<file path="src/rtl/tw3_pkg.sv">
package tw3_pkg;

   localparam int MAX_FRAME_BITS_DEF = 31;
   localparam int VAL_W = 30;
   localparam int CSR_IDX_W = 2;
   localparam int CSR_DATA_W = 16;
   localparam int REQ_TDATA_W = 64;
   localparam int RSP_TDATA_W = 40;

   localparam logic [4:0]  ADDR_WIDTH_RST = 5'd8;
   localparam logic [4:0]  DATA_WIDTH_RST = 5'd16;
   localparam logic [15:0] HALF_TICKS_RST = 16'd1;
   localparam logic [15:0] LEAD_TICKS_RST = 16'd100;

   typedef enum logic [CSR_IDX_W-1:0] {
      CSR_ADDR_WIDTH = 2'd0,
      CSR_DATA_WIDTH = 2'd1,
      CSR_HALF_TICKS = 2'd2,
      CSR_LEAD_TICKS = 2'd3
   } csr_idx_type;

   typedef enum logic {
      MODE_WRITE = 1'b0,
      MODE_READ  = 1'b1
   } mode_type;

   typedef enum logic [1:0] {
      ST_OK         = 2'd0,
      ST_ADDR_WIDE  = 2'd1,
      ST_VALUE_WIDE = 2'd2,
      ST_WIDTHS_BIG = 2'd3
   } status_type;

   typedef enum logic [2:0] {
      PH_IDLE = 3'd0,
      PH_LEAD = 3'd1,
      PH_DLO  = 3'd2,
      PH_DHI  = 3'd3,
      PH_SLO  = 3'd4,
      PH_SHI  = 3'd5,
      PH_RLO  = 3'd6,
      PH_RHI  = 3'd7
   } phase_type;

   typedef struct packed {
      logic [4:0]  addr_bits;
      logic [4:0]  data_bits;
      logic [15:0] half_period_ticks;
      logic [15:0] lead_ticks;
   } cfg_type;

   typedef struct packed {
      logic             start_req;
      logic             mode;
      logic [VAL_W-1:0] reg_addr;
      logic [VAL_W-1:0] write_value;
      logic             line_in;
   } req_type;

   typedef struct packed {
      logic             select_pin;
      logic             clock_pin;
      logic             line_out;
      logic             line_drive;
      logic             busy_res;
      logic             done_res;
      status_type       status;
      logic [VAL_W-1:0] read_data;
   } rsp_type;

   typedef struct packed {
      logic       refuse;
      status_type status;
   } chk_type;

endpackage

</file>
<file path="src/rtl/tw3_req_check.sv">
module tw3_req_check #(
   parameter int MAX_FRAME_BITS = tw3_pkg::MAX_FRAME_BITS_DEF,
   parameter int SO_W = MAX_FRAME_BITS + 1,
   parameter int BCNT_W = $clog2(MAX_FRAME_BITS + 2)
) (
   input  tw3_pkg::cfg_type    cfg,
   input  tw3_pkg::req_type    req,
   output tw3_pkg::chk_type    chk,
   output logic [SO_W-1:0]     frame,
   output logic [BCNT_W-1:0]   frame_bits
);
   import tw3_pkg::*;

   logic [5:0] wsum;
   logic       too_wide;
   logic       addr_over;
   logic       val_over;

   always_comb begin
      wsum = {1'b0, cfg.addr_bits} + {1'b0, cfg.data_bits};
      too_wide = (32'(cfg.addr_bits) >= MAX_FRAME_BITS) ||
                 (32'(cfg.data_bits) >= MAX_FRAME_BITS) ||
                 (32'(wsum) > MAX_FRAME_BITS);
      addr_over = (req.reg_addr >> cfg.addr_bits) != '0;
      val_over  = (req.mode == MODE_WRITE) && ((req.write_value >> cfg.data_bits) != '0);

      chk.refuse = too_wide || addr_over || val_over;
      if (too_wide) begin
         chk.status = ST_WIDTHS_BIG;
      end else if (addr_over) begin
         chk.status = ST_ADDR_WIDE;
      end else if (val_over) begin
         chk.status = ST_VALUE_WIDE;
      end else begin
         chk.status = ST_OK;
      end

      // read frame: flag bit above the address; write frame: address above data
      if (req.mode == MODE_READ) begin
         frame      = (SO_W'(1) << cfg.addr_bits) | SO_W'(req.reg_addr);
         frame_bits = BCNT_W'(cfg.addr_bits) + BCNT_W'(1);
      end else begin
         frame      = (SO_W'(req.reg_addr) << cfg.data_bits) | SO_W'(req.write_value);
         frame_bits = BCNT_W'(wsum) + BCNT_W'(1);
      end
   end

endmodule

</file>
<file path="src/rtl/tw3_seq.sv">
module tw3_seq #(
   parameter int MAX_FRAME_BITS = tw3_pkg::MAX_FRAME_BITS_DEF,
   parameter int SO_W = MAX_FRAME_BITS + 1,
   parameter int BCNT_W = $clog2(MAX_FRAME_BITS + 2)
) (
   input  logic                clock,
   input  logic                reset,
   input  logic                step,
   input  tw3_pkg::cfg_type    cfg,
   input  tw3_pkg::req_type    req,
   input  tw3_pkg::chk_type    chk,
   input  logic [SO_W-1:0]     frame,
   input  logic [BCNT_W-1:0]   frame_bits,
   output tw3_pkg::rsp_type    rsp
);
   import tw3_pkg::*;

   localparam int SIDX_W = $clog2(SO_W);

   phase_type         phase_ff, phase_in;
   logic [15:0]       tick_ff, tick_in;
   logic [BCNT_W-1:0] bcnt_ff, bcnt_in;
   logic [SO_W-1:0]   sout_ff, sout_in;
   logic [VAL_W-1:0]  sin_ff, sin_in;
   logic              is_read_ff, is_read_in;

   logic              done;
   status_type        status;
   logic [VAL_W-1:0]  rdata;
   logic [15:0]       half;
   logic [15:0]       tick_dec;
   logic [BCNT_W-1:0] bdec;
   logic [VAL_W-1:0]  sin_sh;
   logic [VAL_W-1:0]  rmask;
   logic [BCNT_W-1:0] bidx;
   logic              cur_bit;

   // next state
   always_comb begin
      phase_in   = phase_ff;
      tick_in    = tick_ff;
      bcnt_in    = bcnt_ff;
      sout_in    = sout_ff;
      sin_in     = sin_ff;
      is_read_in = is_read_ff;
      done       = 1'b0;
      status     = ST_OK;
      rdata      = '0;
      half       = (cfg.half_period_ticks == '0) ? 16'd1 : cfg.half_period_ticks;
      tick_dec   = (tick_ff == '0) ? '0 : tick_ff - 16'd1;
      bdec       = (bcnt_ff == '0) ? '0 : bcnt_ff - BCNT_W'(1);
      sin_sh     = {sin_ff[VAL_W-2:0], req.line_in};
      rmask      = VAL_W'((33'd1 << cfg.data_bits) - 33'd1);

      case (phase_ff)
         PH_IDLE: begin
            if (req.start_req) begin
               if (chk.refuse) begin
                  done   = 1'b1;
                  status = chk.status;
               end else begin
                  is_read_in = req.mode;
                  sout_in    = frame;
                  bcnt_in    = frame_bits;
                  sin_in     = '0;
                  if (cfg.lead_ticks == '0) begin
                     phase_in = PH_DLO;
                     tick_in  = half;
                  end else begin
                     phase_in = PH_LEAD;
                     tick_in  = cfg.lead_ticks;
                  end
               end
            end
         end
         default: begin
            tick_in = tick_dec;
            if (tick_dec == '0) begin
               case (phase_ff)
                  PH_LEAD: begin
                     phase_in = PH_DLO;
                     tick_in  = half;
                  end
                  PH_DLO: begin
                     phase_in = PH_DHI;
                     tick_in  = half;
                  end
                  PH_DHI: begin
                     phase_in = PH_SLO;
                     tick_in  = half;
                  end
                  PH_SLO: begin
                     phase_in = PH_SHI;
                     tick_in  = half;
                  end
                  PH_SHI: begin
                     bcnt_in = bdec;
                     if (bdec != '0) begin
                        phase_in = PH_SLO;
                        tick_in  = half;
                     end else if (is_read_ff) begin
                        bcnt_in  = BCNT_W'(cfg.data_bits) + BCNT_W'(2);
                        sin_in   = '0;
                        phase_in = PH_RLO;
                        tick_in  = half;
                     end else begin
                        done     = 1'b1;
                        phase_in = PH_IDLE;
                     end
                  end
                  PH_RLO: begin
                     phase_in = PH_RHI;
                     tick_in  = half;
                  end
                  PH_RHI: begin
                     sin_in  = sin_sh;
                     bcnt_in = bdec;
                     if (bdec != '0) begin
                        phase_in = PH_RLO;
                        tick_in  = half;
                     end else begin
                        rdata    = sin_sh & rmask;
                        done     = 1'b1;
                        phase_in = PH_IDLE;
                        bcnt_in  = '0;
                     end
                  end
                  default: begin
                     phase_in = PH_IDLE;
                  end
               endcase
            end
         end
      endcase
   end

   // pin levels follow the phase being entered
   always_comb begin
      bidx    = bcnt_in - BCNT_W'(1);
      cur_bit = (bcnt_in != '0) && sout_in[bidx[SIDX_W-1:0]];

      rsp.select_pin = 1'b0;
      rsp.clock_pin  = 1'b0;
      rsp.line_out   = 1'b0;
      rsp.line_drive = 1'b1;
      case (phase_in)
         PH_DHI: begin
            rsp.clock_pin = 1'b1;
         end
         PH_SLO: begin
            rsp.select_pin = 1'b1;
            rsp.line_out   = cur_bit;
         end
         PH_SHI: begin
            rsp.select_pin = 1'b1;
            rsp.clock_pin  = 1'b1;
            rsp.line_out   = cur_bit;
         end
         PH_RLO: begin
            rsp.line_drive = 1'b0;
         end
         PH_RHI: begin
            rsp.line_drive = 1'b0;
            rsp.clock_pin  = 1'b1;
         end
         default: begin
            rsp.line_drive = 1'b1;
         end
      endcase
      rsp.busy_res  = (phase_in != PH_IDLE);
      rsp.done_res  = done;
      rsp.status    = status;
      rsp.read_data = rdata;
   end

   always_ff @(posedge clock) begin
      if (reset) begin
         phase_ff   <= PH_IDLE;
         tick_ff    <= '0;
         bcnt_ff    <= '0;
         is_read_ff <= 1'b0;
      end else if (step) begin
         phase_ff   <= phase_in;
         tick_ff    <= tick_in;
         bcnt_ff    <= bcnt_in;
         is_read_ff <= is_read_in;
      end
   end

   always_ff @(posedge clock) begin
      if (step) begin
         sout_ff <= sout_in;
         sin_ff  <= sin_in;
      end
   end

endmodule

</file>
<file path="src/rtl/three_wire_spi_register_master_unit.sv">
// Three-wire serial register bus master, one transaction per timebase tick.
// req channel: each transaction is one tick carrying an optional request
//    (start_req, mode, reg_addr, write_value) and the sampled data line level.
// rsp channel: one transaction per tick with the pin levels after that tick,
//    busy, done, status and the read data on the done tick of a read.
// csr channel: register writes (address width, data width, half period,
//    lead ticks), always ready; write only while no frame is running.
// An accepted tick is held in the input register, then stepped through the
//    sequencer into the rsp register once rsp is empty or being drained.
// Throughput: one tick per cycle while rsp is not stalled.
// A refused request answers on its own tick with done and a nonzero status.
// A stalled rsp holds its transaction; the input register still takes one
//    more tick, then req_tready drops until rsp drains.
// Reset returns to idle with the line driven low and restores the register
//    defaults (8 address bits, 16 data bits, half period 1, lead 100).
module three_wire_spi_register_master_unit #(
   parameter int MAX_FRAME_BITS = tw3_pkg::MAX_FRAME_BITS_DEF
) (
   input  logic                               clock,
   input  logic                               reset,
   input  logic                               req_tvalid,
   output logic                               req_tready,
   // start_req, mode, reg_addr[29:0], write_value[29:0], line_in, zero pad
   input  logic [tw3_pkg::REQ_TDATA_W-1:0]    req_tdata,
   output logic                               rsp_tvalid,
   input  logic                               rsp_tready,
   // select_pin, clock_pin, line_out, line_drive, busy_res, done_res,
   // status[1:0], read_data[29:0], zero pad
   output logic [tw3_pkg::RSP_TDATA_W-1:0]    rsp_tdata,
   input  logic                               csr_valid,
   output logic                               csr_ready,
   input  logic [tw3_pkg::CSR_IDX_W-1:0]      csr_index,
   input  logic [tw3_pkg::CSR_DATA_W-1:0]     csr_data
);
   import tw3_pkg::*;

   localparam int SO_W = MAX_FRAME_BITS + 1;
   localparam int BCNT_W = $clog2(MAX_FRAME_BITS + 2);

   cfg_type           cfg_ff;
   req_type           in_ff;
   logic              in_valid_ff;
   rsp_type           rsp_ff;
   logic              rsp_valid_ff;
   logic              step;
   chk_type           chk;
   rsp_type           rsp_next;
   logic [SO_W-1:0]   frame;
   logic [BCNT_W-1:0] frame_bits;

   assign step       = in_valid_ff && (!rsp_valid_ff || rsp_tready);
   assign req_tready = !in_valid_ff || step;
   assign csr_ready  = 1'b1;

   always_ff @(posedge clock) begin
      if (reset) begin
         cfg_ff.addr_bits         <= ADDR_WIDTH_RST;
         cfg_ff.data_bits         <= DATA_WIDTH_RST;
         cfg_ff.half_period_ticks <= HALF_TICKS_RST;
         cfg_ff.lead_ticks        <= LEAD_TICKS_RST;
      end else if (csr_valid) begin
         case (csr_idx_type'(csr_index))
            CSR_ADDR_WIDTH: cfg_ff.addr_bits         <= csr_data[4:0];
            CSR_DATA_WIDTH: cfg_ff.data_bits         <= csr_data[4:0];
            CSR_HALF_TICKS: cfg_ff.half_period_ticks <= csr_data;
            CSR_LEAD_TICKS: cfg_ff.lead_ticks        <= csr_data;
            default: begin
            end
         endcase
      end
   end

   always_ff @(posedge clock) begin
      if (reset) begin
         in_valid_ff  <= 1'b0;
         rsp_valid_ff <= 1'b0;
      end else begin
         if (req_tvalid && req_tready) begin
            in_valid_ff <= 1'b1;
         end else if (step) begin
            in_valid_ff <= 1'b0;
         end
         if (step) begin
            rsp_valid_ff <= 1'b1;
         end else if (rsp_tready) begin
            rsp_valid_ff <= 1'b0;
         end
      end
   end

   always_ff @(posedge clock) begin
      if (req_tvalid && req_tready) begin
         in_ff.start_req   <= req_tdata[0];
         in_ff.mode        <= req_tdata[1];
         in_ff.reg_addr    <= req_tdata[VAL_W+1:2];
         in_ff.write_value <= req_tdata[2*VAL_W+1:VAL_W+2];
         in_ff.line_in     <= req_tdata[2*VAL_W+2];
      end
      if (step) begin
         rsp_ff <= rsp_next;
      end
   end

   tw3_req_check #(
      .MAX_FRAME_BITS(MAX_FRAME_BITS),
      .SO_W(SO_W),
      .BCNT_W(BCNT_W)
   ) u_check (
      .cfg(cfg_ff),
      .req(in_ff),
      .chk(chk),
      .frame(frame),
      .frame_bits(frame_bits)
   );

   tw3_seq #(
      .MAX_FRAME_BITS(MAX_FRAME_BITS),
      .SO_W(SO_W),
      .BCNT_W(BCNT_W)
   ) u_seq (
      .clock(clock),
      .reset(reset),
      .step(step),
      .cfg(cfg_ff),
      .req(in_ff),
      .chk(chk),
      .frame(frame),
      .frame_bits(frame_bits),
      .rsp(rsp_next)
   );

   assign rsp_tvalid = rsp_valid_ff;
   assign rsp_tdata  = {2'b00, rsp_ff.read_data, rsp_ff.status, rsp_ff.done_res,
                        rsp_ff.busy_res, rsp_ff.line_drive, rsp_ff.line_out,
                        rsp_ff.clock_pin, rsp_ff.select_pin};

endmodule

</file>
<file path="config.mk">
export PLATFORM = sky130hd
export DESIGN_NAME = three_wire_spi_register_master_unit
export DESIGN_NICKNAME = d
export VERILOG_FILES = /design/src/rtl/tw3_pkg.sv /design/src/rtl/tw3_req_check.sv /design/src/rtl/tw3_seq.sv /design/src/rtl/three_wire_spi_register_master_unit.sv
export SDC_FILE = /design/constraint.sdc
export NUM_CORES = 1
export LEC_CHECK = 0
export ABC_AREA = 1
export BUFFER_PORTS_ARGS = -buffer_cell sky130_fd_sc_hd__buf_2
export CORE_ASPECT_RATIO = 0.75
export CORE_MARGIN = 5
export CORE_UTILIZATION = 65
export DETAILED_ROUTE_END_ITERATION = 12
export GPL_ROUTABILITY_DRIVEN = 1
export PLACE_DENSITY = 0.95
export SLEW_MARGIN = 10
export SYNTH_ARGS = -nofsm -noshare
export SYNTH_HDL_FRONTEND = slang
export SYNTH_HIERARCHICAL = 1
export SYNTH_SLANG_ARGS = --single-unit
</file>
<file path="constraint.sdc">
create_clock -name clock -period 11.8 [get_ports clock]
set_input_delay 0.59 -clock clock [delete_from_list [all_inputs] [get_ports clock]]
set_output_delay 0.59 -clock clock [all_outputs]
set_load 0.05 [all_outputs]
</file>
==> results.toml <==
[floorplanning]
core.rowCount = 50
io_pins = 130
dieWidth_microns = 192.4
fp.dieArea_sq_um = 28260
start_util = 0.6550
core_area_sq_um = 24770
die_h_microns = 146.8

[detailed_routing]
drt-total-wl_microns = 49140
drc_errors = 0
final_antenna_net_count = 0
drt-vias-per-instance = 6.075
firstDrtPassIters = 6
post_drt_wl_per_cell_microns = 17.54
first_iter_violations = 2594
vias = 17020

[synth]
ys_types = 68
synth_cells = 2392
syn_area_sq_um = 16230
synth_edf_count = 162
synth-seq-cells = 232
yosysSeqAreaShare = 0.3862
async_reset_ff_frac = 0
yosysWarnings = 6
syn_avg_cell_area_sq_um = 6.784
synth_flop_cell = "edfxtp_1"

[clocking]
clock-sinks = 232
holdBufCountCts = 0
cts_setup_buffers = 0
cts_made_buffers = 25
ctsLongestPathBuffers = 3
h-tree-depth = 1
clk_latency_ns = 0.55
clk_pin_slew_ns = 0.07
root_buffer = "clkbuf_16"
cts_tree = "yes"
cts_resized = 0

[power_and_ir_drop]
p_leak_nw = 8.203
power_density_nw_per_um2 = 129.8
power.total_mw = 2.278
max-vdd-ir-drop_v = 0.0001232

[timing]
drv_slew = 0
holdWs_ns = 0.2140
setup-violations-final = 0
rsz0062_at_grt = "no"
fmax_mhz = 180.8
finalClockSkew_ns = 0.02401
hold_violations = 0
period_needed_ns = 5.532
worst_pin_slew_ns = 1.170
fin_crit_sh = 0.4688
slew-limit-headroom = 0.2181
setup_tns_ns = 0

[layout]
area.growth.synth_to_final_pct = 8.158
postLayoutCoreUtil = 0.7084
drive_above_1_share = 0.1011
final_cell_mix = "777 x nand2_1, 295 x nand3_1, 255 x nor2_1"
layout_commonest_cell = "nand2_1"
diodes = 0
stdcell_area_sq_um = 17550
final_nets = 2547

[global_routing]
overflow = 0
grt_util_all_layers = 0.3368
grt_max_degree = 83
antenna_found_initial = 0
grt_pass1_wl_microns = 77400
grt_pass1_vias = 15070

[worst_setup_path]
critPathKind = "reg2reg"
worst-endpoint-arrival_ns = 5.81
startpoint_type = "register"
slowest_stage = "dfxtp_2"
cp_slowest_stage_delay_ns = 0.73
critPathCaptureType = "register"
critPathMaxFanout = 77
cp_data_required_time_ns = 12.08
ff2ff_setup_slack_ns = 6.27
cp_common_cell = "nand2_1"

[flow_run]
drv_cap = 0

[place]
gp_congestion = 1.024
port_buffers = 125
dpl_cell_area_sq_um = 16810
dp_hpwl_microns = 35050

[status]
status = "finished, final reports clean"

[hold_path]
hold_path.class = "in2reg"
[sequential cells by signal, indices dropped and copies added, names as in the netlist, 3 cells and up]
register and count:
u_seq/sin_ff 29, u_seq/sout_ff 32, cfg_ff 42, u_seq/tick_ff 16, u_seq/bcnt_ff 6, in_ff 63, u_seq/phase_ff 3, rsp_tdata 38
[per-stage QoR]
step                cells  setup WS (ns)
floorplan            2393          3.875
global placement     2757          6.594
detailed placement   2757          6.498
CTS                  2802          6.473
global route         2802          5.824
finish               2802          6.268
[critical path: cells and delay by family, from the launching register on]
family / cells / cell delay [ns]
AND/OR/NAND/NOR: 25 / 2.33
adder cells (fa/ha/maj): 1 / 0.48
buffers and inverters: 4 / 1.51
flip-flops: 1 / 0.73
AO/OA/AOI/OAI: 1 / 0.13
[routing by layer]
metal	up-vias	routed length, microns	GRT usage
li1	7983	-	-
met1	7696	20410	0.5033
met2	1206	20630	0.4891
met3	136	6784	0.08029
met4	0	1329	0.09480
met5	-	0	0
[cell usage after synthesis (11+ instances only)]
| library cell | n | area (sq um) |
|---|---|---|
| nor3_1 | 19 | 95.09 |
| buf_6 | 11 | 123.9 |
| nor4_1 | 13 | 81.33 |
| nor2_2 | 13 | 81.33 |
| o21ai_0 | 106 | 530.5 |
| o211ai_1 | 14 | 105.1 |
| buf_1 | 12 | 45.04 |
| inv_1 | 244 | 915.9 |
| a31oi_1 | 17 | 106.4 |
| dfxtp_1 | 70 | 1401 |
| nand2_1 | 777 | 2917 |
| xor2_1 | 12 | 105.1 |
| a21oi_1 | 53 | 265.3 |
| ha_1 | 13 | 162.7 |
| nand3_1 | 295 | 1476 |
| edfxtp_1 | 162 | 4865 |
| o21ai_1 | 50 | 250.2 |
| buf_4 | 20 | 150.1 |
| clkbuf_1 | 43 | 161.4 |
| nor2_1 | 255 | 957.2 |
| nand4_1 | 16 | 100.1 |
| buf_2 | 33 | 165.2 |
[layout make-up]
cell class	count	area, sq um
multi-input cells	1779	8338
fillers	2030	7223
flip-flops and latches	232	6270
inverters	261	984.7
repair buffers	147	790.8
clock buffers	32	671.9
well taps	338	422.9
clock inverters	13	72.57
[final timing paths]
check                           from                     end  cells after the start
min                    req_tdata[33]      in_ff[2]$_DFFE_PP_                      1
max          cfg_ff[32]$_SDFFE_PP0P_  rsp_tdata[2]$_DFFE_PP_                     31
min reg2reg   cfg_ff[6]$_SDFFE_PP1P_  cfg_ff[6]$_SDFFE_PP1P_                      2
max reg2reg  cfg_ff[32]$_SDFFE_PP0P_  rsp_tdata[2]$_DFFE_PP_                     31
[logic make-up after synthesis]
group,share of synthesized area
adder cells (fa/ha/maj),0.01126
buffers and inverters,0.1017
AND/OR/NAND/NOR,0.3794
AO/OA/AOI/OAI,0.1092
multiplexers,0.004318
flip-flops,0.3862
XOR/XNOR,0.007557
other,0.0004628
[report_power, final]
part | total, mW | switching (mW) | internal, mW
clock network | 0.724 | 0.323 | 0.401
logic | 0.604 | 0.425 | 0.179
registers | 0.949 | 0.0364 | 0.913
total | 2.28 | 0.785 | 1.49
Power figures use the tool's default switching activity.
